**config.mk**
```make
export PLATFORM = sky130hd
export DESIGN_NAME = context_store_load_forwarding
export DESIGN_NICKNAME = d
export VERILOG_FILES = /design/src/rtl/csf_pkg.sv /design/src/rtl/csf_front.sv /design/src/rtl/csf_queue.sv /design/src/rtl/csf_back.sv /design/src/rtl/context_store_load_forwarding.sv
export SDC_FILE = /design/constraint.sdc
export NUM_CORES = 1
export LEC_CHECK = 0
export BUFFER_PORTS_ARGS = -buffer_cell sky130_fd_sc_hd__buf_2
export CAP_MARGIN = 10
export CORE_UTILIZATION = 40
export CTS_BUF_LIST = sky130_fd_sc_hd__clkbuf_16
export DETAILED_ROUTE_END_ITERATION = 10
export GPL_ROUTABILITY_DRIVEN = 1
export HOLD_SLACK_MARGIN = 0.02
export PLACE_DENSITY_LB_ADDON = 0.25
export SLEW_MARGIN = 0
export SYNTH_ARGS = -nofsm -noshare
export SYNTH_HDL_FRONTEND = slang
export SYNTH_SLANG_ARGS = --single-unit
```
**constraint.sdc**
```tcl
create_clock -name clk -period 3.7 [get_ports clk]
set_input_delay 0.925 -clock clk [delete_from_list [all_inputs] [get_ports clk]]
set_output_delay 0.925 -clock clk [all_outputs]
set_load 0.1 [all_outputs]
```
**src/rtl/csf_pkg.sv**
```systemverilog
// Shared types and constants for the context store forwarding block.
package csf_pkg;

  localparam int FUNC_W   = 3;
  localparam int OFFSET_W = 16;
  localparam int SIZE_W   = 8;
  localparam int FLAG_W   = 5;
  localparam int TAG_W    = 16;
  localparam int BASE_W   = 16;
  localparam int KIND_W   = 2;
  localparam int CFG_IDX_W = 1;

  // Index carried through the queue; wide enough for any register or flag number.
  localparam int IDX_W = FLAG_W;

  // GPR slots are 8 bytes apart, vector slots 16.
  localparam int GPR_SHIFT = 3;
  localparam int VEC_SHIFT = 4;
  localparam int GPR_STRIDE = 1 << GPR_SHIFT;
  localparam int VEC_STRIDE = 1 << VEC_SHIFT;

  localparam logic [BASE_W-1:0] GPR_BASE_RST = 16'd8;
  localparam logic [BASE_W-1:0] VEC_BASE_RST = 16'd144;

  localparam int QUEUE_DEPTH = 2;
  localparam int QPTR_W = $clog2(QUEUE_DEPTH);

  typedef enum logic [CFG_IDX_W-1:0] {
    REG_GPR_BASE = 1'b0,
    REG_VEC_BASE = 1'b1
  } cfg_reg_t;

  typedef enum logic [FUNC_W-1:0] {
    FUNC_STORE_CTX  = 3'd0,
    FUNC_LOAD_CTX   = 3'd1,
    FUNC_STORE_FLAG = 3'd2,
    FUNC_LOAD_FLAG  = 3'd3,
    FUNC_OTHER      = 3'd4
  } func_t;

  typedef enum logic [KIND_W-1:0] {
    KIND_NONE    = 2'd0,
    KIND_DIRECT  = 2'd1,
    KIND_BITCAST = 2'd2,
    KIND_EXTRACT = 2'd3
  } kind_t;

  typedef enum logic [1:0] {
    BANK_NONE = 2'd0,
    BANK_GPR  = 2'd1,
    BANK_VEC  = 2'd2,
    BANK_FLAG = 2'd3
  } bank_t;

  typedef enum logic [1:0] {
    ACT_NONE  = 2'd0,
    ACT_STORE = 2'd1,
    ACT_LOAD  = 2'd2,
    ACT_KILL  = 2'd3
  } act_t;

  // Decoded access, one queue entry.
  typedef struct packed {
    logic             new_block;
    bank_t            bank;
    act_t             act;
    logic [IDX_W-1:0] idx;
    logic [TAG_W-1:0] tag;
  } op_t;

  typedef struct packed {
    logic full;
    logic empty;
  } queue_stat_t;

endpackage

```
**src/rtl/csf_front.sv**
```systemverilog
// Front end: base registers and access decode into bank, action and index.
module csf_front #(
  parameter int NUM_REGS  = 16,
  parameter int NUM_FLAGS = 32
) (
  input  logic                           clk,
  input  logic                           rst,
  input  logic                           cfg_write,
  input  logic [csf_pkg::CFG_IDX_W-1:0]  cfg_index,
  input  logic [csf_pkg::BASE_W-1:0]     cfg_data,
  input  logic [csf_pkg::FUNC_W-1:0]     func,
  input  logic                           new_block,
  input  logic [csf_pkg::OFFSET_W-1:0]   offset,
  input  logic [csf_pkg::SIZE_W-1:0]     access_size,
  input  logic [csf_pkg::FLAG_W-1:0]     flag_index,
  input  logic [csf_pkg::TAG_W-1:0]      value_tag,
  output csf_pkg::op_t                   op
);
  import csf_pkg::*;

  localparam logic [BASE_W:0] GPR_SPAN = (BASE_W+1)'(GPR_STRIDE * (NUM_REGS - 1));
  localparam logic [BASE_W:0] VEC_SPAN = (BASE_W+1)'(VEC_STRIDE * (NUM_REGS - 1));

  logic [BASE_W-1:0] gpr_base;
  logic [BASE_W-1:0] vec_base;

  logic [BASE_W:0]   gpr_top, vec_top;
  logic [BASE_W-1:0] gpr_delta, vec_delta;
  logic              gpr_hit, vec_hit, gpr_full, vec_full, flag_ok, is_store;

  always_ff @(posedge clk) begin
    if (rst) begin
      gpr_base <= GPR_BASE_RST;
      vec_base <= VEC_BASE_RST;
    end else if (cfg_write) begin
      unique case (cfg_index)
        REG_GPR_BASE: gpr_base <= cfg_data;
        REG_VEC_BASE: vec_base <= cfg_data;
        default: ;
      endcase
    end
  end

  assign gpr_top   = {1'b0, gpr_base} + GPR_SPAN;
  assign vec_top   = {1'b0, vec_base} + VEC_SPAN;
  assign gpr_hit   = (offset >= gpr_base) && ({1'b0, offset} <= gpr_top);
  assign vec_hit   = (offset >= vec_base) && ({1'b0, offset} <= vec_top);
  assign gpr_delta = offset - gpr_base;
  assign vec_delta = offset - vec_base;
  assign gpr_full  = (access_size == SIZE_W'(GPR_STRIDE)) &&
                     (offset[GPR_SHIFT-1:0] == '0);
  assign vec_full  = (access_size == SIZE_W'(VEC_STRIDE)) &&
                     (offset[VEC_SHIFT-1:0] == '0);
  assign flag_ok   = {2'b00, flag_index} < (FLAG_W+2)'(NUM_FLAGS);
  assign is_store  = (func == FUNC_STORE_CTX);

  always_comb begin
    op           = '0;
    op.new_block = new_block;
    op.tag       = value_tag;
    op.bank      = BANK_NONE;
    op.act       = ACT_NONE;
    unique case (func)
      FUNC_STORE_CTX, FUNC_LOAD_CTX: begin
        // GPR range wins where the two ranges overlap
        if (gpr_hit) begin
          op.bank = BANK_GPR;
          op.idx  = gpr_delta[GPR_SHIFT +: IDX_W];
          op.act  = !gpr_full ? ACT_KILL : (is_store ? ACT_STORE : ACT_LOAD);
        end else if (vec_hit) begin
          op.bank = BANK_VEC;
          op.idx  = vec_delta[VEC_SHIFT +: IDX_W];
          op.act  = !vec_full ? ACT_KILL : (is_store ? ACT_STORE : ACT_LOAD);
        end
      end
      FUNC_STORE_FLAG, FUNC_LOAD_FLAG: begin
        if (flag_ok) begin
          op.bank = BANK_FLAG;
          op.idx  = flag_index;
          op.act  = (func == FUNC_STORE_FLAG) ? ACT_STORE : ACT_LOAD;
        end
      end
      default: ;
    endcase
  end

endmodule

```
**src/rtl/csf_queue.sv**
```systemverilog
// Short FIFO of decoded accesses between front and back.
module csf_queue (
  input  logic                 clk,
  input  logic                 rst,
  input  logic                 push,
  input  csf_pkg::op_t         push_op,
  input  logic                 pop,
  output csf_pkg::op_t         head_op,
  output csf_pkg::queue_stat_t stat
);
  import csf_pkg::*;

  op_t               mem [QUEUE_DEPTH];
  logic [QPTR_W-1:0] wr_ptr, rd_ptr;
  logic [QPTR_W:0]   count;

  always_ff @(posedge clk) begin
    if (rst) begin
      wr_ptr <= '0;
      rd_ptr <= '0;
      count  <= '0;
    end else begin
      if (push) wr_ptr <= wr_ptr + 1'b1;
      if (pop)  rd_ptr <= rd_ptr + 1'b1;
      if (push && !pop)      count <= count + 1'b1;
      else if (pop && !push) count <= count - 1'b1;
    end
  end

  always_ff @(posedge clk) begin
    if (push) mem[wr_ptr] <= push_op;
  end

  assign head_op    = mem[rd_ptr];
  assign stat.full  = (count == (QPTR_W+1)'(QUEUE_DEPTH));
  assign stat.empty = (count == '0);

endmodule

```
**src/rtl/csf_back.sv**
```systemverilog
// Back end: entry tables, forwarding lookup and output register.
module csf_back #(
  parameter int NUM_REGS  = 16,
  parameter int NUM_FLAGS = 32,
  parameter int TAG_BITS  = 16
) (
  input  logic                        clk,
  input  logic                        rst,
  input  csf_pkg::op_t                op,
  input  csf_pkg::queue_stat_t        q_stat,
  output logic                        pop,
  output logic                        out_valid,
  input  logic                        out_stall,
  output logic [csf_pkg::KIND_W-1:0]  forward_kind,
  output logic [csf_pkg::TAG_W-1:0]   forward_tag
);
  import csf_pkg::*;

  localparam int REG_IDX_W  = (NUM_REGS > 1) ? $clog2(NUM_REGS) : 1;
  localparam int FLAG_IDX_W = (NUM_FLAGS > 1) ? $clog2(NUM_FLAGS) : 1;

  logic [NUM_REGS-1:0]  gpr_valid, gpr_valid_next;
  logic [NUM_REGS-1:0]  vec_valid, vec_valid_next;
  logic [NUM_FLAGS-1:0] flag_valid, flag_valid_next;
  logic [TAG_BITS-1:0]  gpr_tag  [NUM_REGS];
  logic [TAG_BITS-1:0]  vec_tag  [NUM_REGS];
  logic [TAG_BITS-1:0]  flag_tag [NUM_FLAGS];

  logic [REG_IDX_W-1:0]  reg_sel;
  logic [FLAG_IDX_W-1:0] flag_sel;
  logic [31:0]           tag_wide, rd_wide;
  logic [TAG_BITS-1:0]   store_tag, rd_tag;
  logic                  hit, set_bit, clr_bit;
  kind_t                 kind;
  logic [TAG_W-1:0]      fwd_tag;

  assign reg_sel   = REG_IDX_W'(op.idx);
  assign flag_sel  = FLAG_IDX_W'(op.idx);
  assign tag_wide  = 32'(op.tag);
  assign store_tag = tag_wide[TAG_BITS-1:0];
  assign set_bit   = (op.act == ACT_STORE);
  assign clr_bit   = (op.act == ACT_LOAD) || (op.act == ACT_KILL);
  assign pop       = !q_stat.empty && (!out_valid || !out_stall);

  // Lookup; a block start masks every entry
  always_comb begin
    hit    = 1'b0;
    rd_tag = '0;
    kind   = KIND_NONE;
    unique case (op.bank)
      BANK_GPR: begin
        hit    = gpr_valid[reg_sel];
        rd_tag = gpr_tag[reg_sel];
        kind   = KIND_DIRECT;
      end
      BANK_VEC: begin
        hit    = vec_valid[reg_sel];
        rd_tag = vec_tag[reg_sel];
        kind   = KIND_BITCAST;
      end
      BANK_FLAG: begin
        hit    = flag_valid[flag_sel];
        rd_tag = flag_tag[flag_sel];
        kind   = KIND_EXTRACT;
      end
      BANK_NONE: ;
    endcase
    hit = hit && !op.new_block && (op.act == ACT_LOAD);
    if (!hit) kind = KIND_NONE;
  end

  assign rd_wide = 32'(rd_tag);
  assign fwd_tag = hit ? rd_wide[TAG_W-1:0] : '0;

  always_comb begin
    gpr_valid_next  = op.new_block ? '0 : gpr_valid;
    vec_valid_next  = op.new_block ? '0 : vec_valid;
    flag_valid_next = op.new_block ? '0 : flag_valid;
    if (op.bank == BANK_GPR) begin
      if (set_bit) gpr_valid_next[reg_sel] = 1'b1;
      if (clr_bit) gpr_valid_next[reg_sel] = 1'b0;
    end
    if (op.bank == BANK_VEC) begin
      if (set_bit) vec_valid_next[reg_sel] = 1'b1;
      if (clr_bit) vec_valid_next[reg_sel] = 1'b0;
    end
    if (op.bank == BANK_FLAG) begin
      if (set_bit) flag_valid_next[flag_sel] = 1'b1;
      if (clr_bit) flag_valid_next[flag_sel] = 1'b0;
    end
  end

  always_ff @(posedge clk) begin
    if (rst) begin
      gpr_valid  <= '0;
      vec_valid  <= '0;
      flag_valid <= '0;
    end else if (pop) begin
      gpr_valid  <= gpr_valid_next;
      vec_valid  <= vec_valid_next;
      flag_valid <= flag_valid_next;
    end
  end

  always_ff @(posedge clk) begin
    if (pop && set_bit) begin
      if (op.bank == BANK_GPR)  gpr_tag[reg_sel]   <= store_tag;
      if (op.bank == BANK_VEC)  vec_tag[reg_sel]   <= store_tag;
      if (op.bank == BANK_FLAG) flag_tag[flag_sel] <= store_tag;
    end
  end

  always_ff @(posedge clk) begin
    if (rst) begin
      out_valid <= 1'b0;
    end else if (pop) begin
      out_valid <= 1'b1;
    end else if (!out_stall) begin
      out_valid <= 1'b0;
    end
  end

  always_ff @(posedge clk) begin
    if (pop) begin
      forward_kind <= kind;
      forward_tag  <= fwd_tag;
    end
  end

endmodule

```
**src/rtl/context_store_load_forwarding.sv**
```systemverilog
// Top level of the context store-to-load forwarding block.
//
// Input channel (in_valid / in_stall) takes one context access per beat: a
// context store or load at a byte offset and size, a flag store or load, or
// another op. Every input beat yields exactly one output beat on the
// out_valid / out_stall channel: forward_kind and forward_tag, zero when the
// access is not answered from a tracked entry.
// gpr_base and vec_base are written through cfg_write / cfg_index / cfg_data;
// the user must do so only while the block is idle; the block does not enforce it.
// Throughput: one beat per cycle while the output is not stalled; decode is
// combinational, and each pop does the single table read-modify-write in the
// back end and loads the output register.
// An input beat passes through the decode queue, then the output register,
// on its way to the output beat.
// Reset (rst, synchronous) invalidates every entry, empties the queue and
// restores gpr_base = 8, vec_base = 144.
// A stalled output holds its beat; the back end stops draining the queue and
// in_stall rises once the 2-entry queue fills.
module context_store_load_forwarding #(
  parameter int NUM_REGS  = 16,
  parameter int NUM_FLAGS = 32,
  parameter int TAG_BITS  = 16
) (
  input  logic                           clk,
  input  logic                           rst,
  input  logic                           cfg_write,
  input  logic [csf_pkg::CFG_IDX_W-1:0]  cfg_index,
  input  logic [csf_pkg::BASE_W-1:0]     cfg_data,
  input  logic                           in_valid,
  output logic                           in_stall,
  input  logic [csf_pkg::FUNC_W-1:0]     func,
  input  logic                           new_block,
  input  logic [csf_pkg::OFFSET_W-1:0]   offset,
  input  logic [csf_pkg::SIZE_W-1:0]     access_size,
  input  logic [csf_pkg::FLAG_W-1:0]     flag_index,
  input  logic [csf_pkg::TAG_W-1:0]      value_tag,
  output logic                           out_valid,
  input  logic                           out_stall,
  output logic [csf_pkg::KIND_W-1:0]     forward_kind,
  output logic [csf_pkg::TAG_W-1:0]      forward_tag
);
  import csf_pkg::*;

  op_t         dec_op;   // decoded access from the front end
  op_t         head_op;  // oldest queued access
  queue_stat_t q_stat;
  logic        push, pop;

  // Queue full is the only backpressure on the input side
  assign in_stall = q_stat.full;
  assign push     = in_valid && !in_stall;

  csf_front #(
    .NUM_REGS  (NUM_REGS),
    .NUM_FLAGS (NUM_FLAGS)
  ) u_front (
    .clk         (clk),
    .rst         (rst),
    .cfg_write   (cfg_write),
    .cfg_index   (cfg_index),
    .cfg_data    (cfg_data),
    .func        (func),
    .new_block   (new_block),
    .offset      (offset),
    .access_size (access_size),
    .flag_index  (flag_index),
    .value_tag   (value_tag),
    .op          (dec_op)
  );

  csf_queue u_queue (
    .clk     (clk),
    .rst     (rst),
    .push    (push),
    .push_op (dec_op),
    .pop     (pop),
    .head_op (head_op),
    .stat    (q_stat)
  );

  // Back end drains the queue whenever the output register is free or leaving
  csf_back #(
    .NUM_REGS  (NUM_REGS),
    .NUM_FLAGS (NUM_FLAGS),
    .TAG_BITS  (TAG_BITS)
  ) u_back (
    .clk          (clk),
    .rst          (rst),
    .op           (head_op),
    .q_stat       (q_stat),
    .pop          (pop),
    .out_valid    (out_valid),
    .out_stall    (out_stall),
    .forward_kind (forward_kind),
    .forward_tag  (forward_tag)
  );

  // An accepted beat is in the queue in the cycle after the push
  a_push_lands: assert property (@(posedge clk) disable iff (rst)
    push |=> !q_stat.empty)
    else $error("accepted beat missing from queue");

  // No forward means a zero tag
  a_none_zero_tag: assert property (@(posedge clk) disable iff (rst)
    (out_valid && forward_kind == KIND_NONE) |-> (forward_tag == '0))
    else $error("tag present without a forward");

  // An output beat only goes away once taken
  a_beat_not_dropped: assert property (@(posedge clk) disable iff (rst)
    ($fell(out_valid) && !$past(rst)) |-> !$past(out_stall))
    else $error("output beat dropped while stalled");

  // Queue is never popped empty
  a_no_underflow: assert property (@(posedge clk) disable iff (rst)
    pop |-> !q_stat.empty)
    else $error("pop from empty queue");

endmodule
```
==> out/qor.yml <==
ys_warn_count: 0
worst_pin_slew_ns: 1.19
place_area_um2: 53900
synthFlopType: "edfxtp_1"
yosysUniqueCellTypes: 67
nets: 4251
syn-cell-area_um2: 50200
endpoint_kind: "flop"
setup_viol: 0
p_leak_nw: 20.3
crit_fanout: 16
reg2reg_depth: 8
worstPathArrival_ns: 3.87
reg2reg_slack_ns: 0.24
synth_top_area_cell: "edfxtp_1"
grt_max_degree: 84
synth-async-reset-ratio: 0
critPathMaxStageDelay_ns: 0.59
syn_inst: 3911
synthesis.nets: 4042
die_x_um: 356
clkTransAtPathRegs_ns: 0.06
hold_viol: 0
timing.rr.end: "u_back.flag_tag[8][10]"
cpMaxStageDelayCell: "dfxtp_2"
p_total_w: 0.0418
die-area_um2: 127000
tns_ns: 0
vdd_drop_max_mv: 0.474
num-fill-cells: 10884
path_cells: "buf_4 -> mux2_2 -> nor2_2 -> nand2b_1 -> nor2_1 -> nand2_1 -> nor2_1 -> buf_4"
multi_input_area_um2: 14200
rsz0062_at_grt: "yes"
dp_hpwl_mm: 88.1
grt_pass1_wl_mm: 212
yosysMostFrequentCell: "edfxtp_1"
grt_pass1_vias: 31657
cts_buffers: 132
max_freq_mhz: 289
cts_tree: "built"
violations: "DRC"
clk_latency_ns: 0.77
maxSlewHeadroom: 0.204
postRouteAntennaNets: 0
initial_utilization: 0.405
design_area_um2: 58200
htreeDepth: 4
root_buffer: "clkbuf_16"
hp-class: "in2reg"
cts_sinks: 1196
cp_data_required_time_ns: 4.11
synth_top_area_share: 0.654
slew_viol_final: 0
antenna_found_initial: 2
dr_total_vias: 32950
via_per_inst: 5.63
track_usage: 0.226
first_pass_iters: 9
layout-drive-gt1-share: 0.139
die_y_um: 356
worstSetupPathType: "reg2reg"
synth.avg_cell_area_um2: 12.8
routabilityCongestion: 0.845
std_cell_rows: 129
ys_ff_latch: 1196
totalWireLength_mm: 145
coreArea_um2: 124000
ios: 91
fin_crit_ns: 3.46
hp-start: "value_tag[15]"
whs_endpoint: "u_queue.mem[1][15]"
clk_path_buf_depth: 3
drc: 6
yosys-top-cells-area: "edfxtp_1, nand2_1, mux2i_1, dfxtp_1, nand3_1"
finClkSkew_ns: 0.0537
hold-path-cell-count: 1
post-route-period-util: 0.936
maxCapViolCount: 0
synth_edf_count: 1094
area_growth_pct: 15.9
io_buffers: 90
p_per_area_nw_per_um2: 718
wire_per_inst_um: 24.8
ys_seq_area_frac: 0.695
status: "complete, but fails checks"
critPathLaunchType: "flop"
regArea_um2: 34900
grt_overflow: 0
ys_top_cells_by_count: "edfxtp_1, nand2_1, nand3_1, mux2i_1, a21oi_1"
drt_iter0_drc: 3799
-- kinds of logic after synthesis --
family | Yosys count | synth area share
buffers and inverters | 295 | 0.0255
muxes | 323 | 0.0695
adders and majority gates | 60 | 0.0149
DFF | 1196 | 0.695
xor gates and xnor gates | 32 | 0.00558
and+or+nand+nor | 1405 | 0.121
AOI/OAI and AO/OA | 600 | 0.0684
-- where the power goes --
part	switching, W	internal, W	total [W]
clock	0.00554	0.00728	0.0128
combinational	0.00886	0.00363	0.0125
sequential	0.000205	0.0163	0.0165
-- routing by layer --
metal / part of all wire / global-route usage / up-vias
met5: 0 / 0 / -
met4: 0.027 / 0.0735 / 0
met3: 0.074 / 0.0388 / 215
met2: 0.46 / 0.355 / 1267
met1: 0.43 / 0.319 / 16539
li1: - / - / 14929
-- layout make-up --
cell class | instances | share of cell area
well taps | 1637 | 0.0352
multi-input cells | 2420 | 0.244
diodes | 2 | 0.0000860
inverters | 42 | 0.00271
clock inverters | 100 | 0.0163
flip-flops and latches | 1196 | 0.600
clock buffers | 132 | 0.0568
repair buffers | 328 | 0.0455
-- what timing repair did --
action / in CTS / in global routing
hold endpoints to repair: 0 / 0
gates resized for setup: 0 / 3
endpoints found under the setup margin: 0 / 14
setup buffers: 0 / 0
hold buffers: 0 / 0
-- state kept, by name (all words and copies together) (netlist names), named ones only --
name	flops
u_back.flag_tag	512
u_back.flag_valid	32
u_back.forward_kind	2
u_back.forward_tag	16
u_back.gpr_tag	256
u_back.gpr_valid	16
u_back.out_valid	1
u_back.vec_tag	256
u_back.vec_valid	16
u_front.gpr_base	16
u_front.vec_base	16
u_queue.count	2
u_queue.mem	52
u_queue.rd_ptr	1
u_queue.wr_ptr	1
-- worst max-delay path, delay by kind of cell (launching register included) --
family                 cells  cell delay (ns)
flip-flops                 1             0.59
AND/OR/NAND/NOR            5             1.48
multiplexers               1             0.42
buffers and inverters      2             0.62
-- stage by stage --
| step | util | setup slack (ns) | instances | hold slack (ns) |
|---|---|---|---|---|
| after floorplan | - | 0.433 | 3911 | 0.436 |
| after global placement | 0.434 | 0.100 | 5622 | 0.447 |
| after detailed placement | 0.434 | 0.0950 | 5623 | 0.448 |
| after CTS | 0.469 | 0.0751 | 5855 | 0.324 |
| after global routing | 0.469 | -0.0217 | 5855 | 0.337 |
| final | 0.469 | 0.237 | 5857 | 0.364 |
-- cells in the final DEF (no fill, tap or decap), drive strengths merged, types with 5 or more instances in the layout --
cell    count
nand4      19
o211ai      5
xor2        5
edfxtp   1094
nor2b       6
clkbuf    132
nand2b     12
a211oi     71
mux4       17
and3        5
nand2     766
nor4       83
a31oi       6
inv        73
mux2i     285
nor2      155
clkinv     55
ha         60
o31ai       5
dfxtp     102
a22oi      10
a21oi     257
mux2       21
bufinv     10
nor3       12
xnor2      27
buf       328
o22ai      34
nand3     327
o21ai     178
-- worst max-delay path by stage --
| stage | from | endpoint |
|---|---|---|
| global placement | flop | u_back.forward_tag[0] |
| detailed placement | flop | u_back.forward_tag[0] |
| CTS | flop | u_back.forward_tag[0] |
| floorplan | u_front.vec_base[4] | u_queue.mem[0][17] |
| global route | flop | u_back.flag_tag[22][15] |
| finish | flop | u_back.flag_tag[8][10] |
Note: power is estimated with default switching activity, not from simulation.
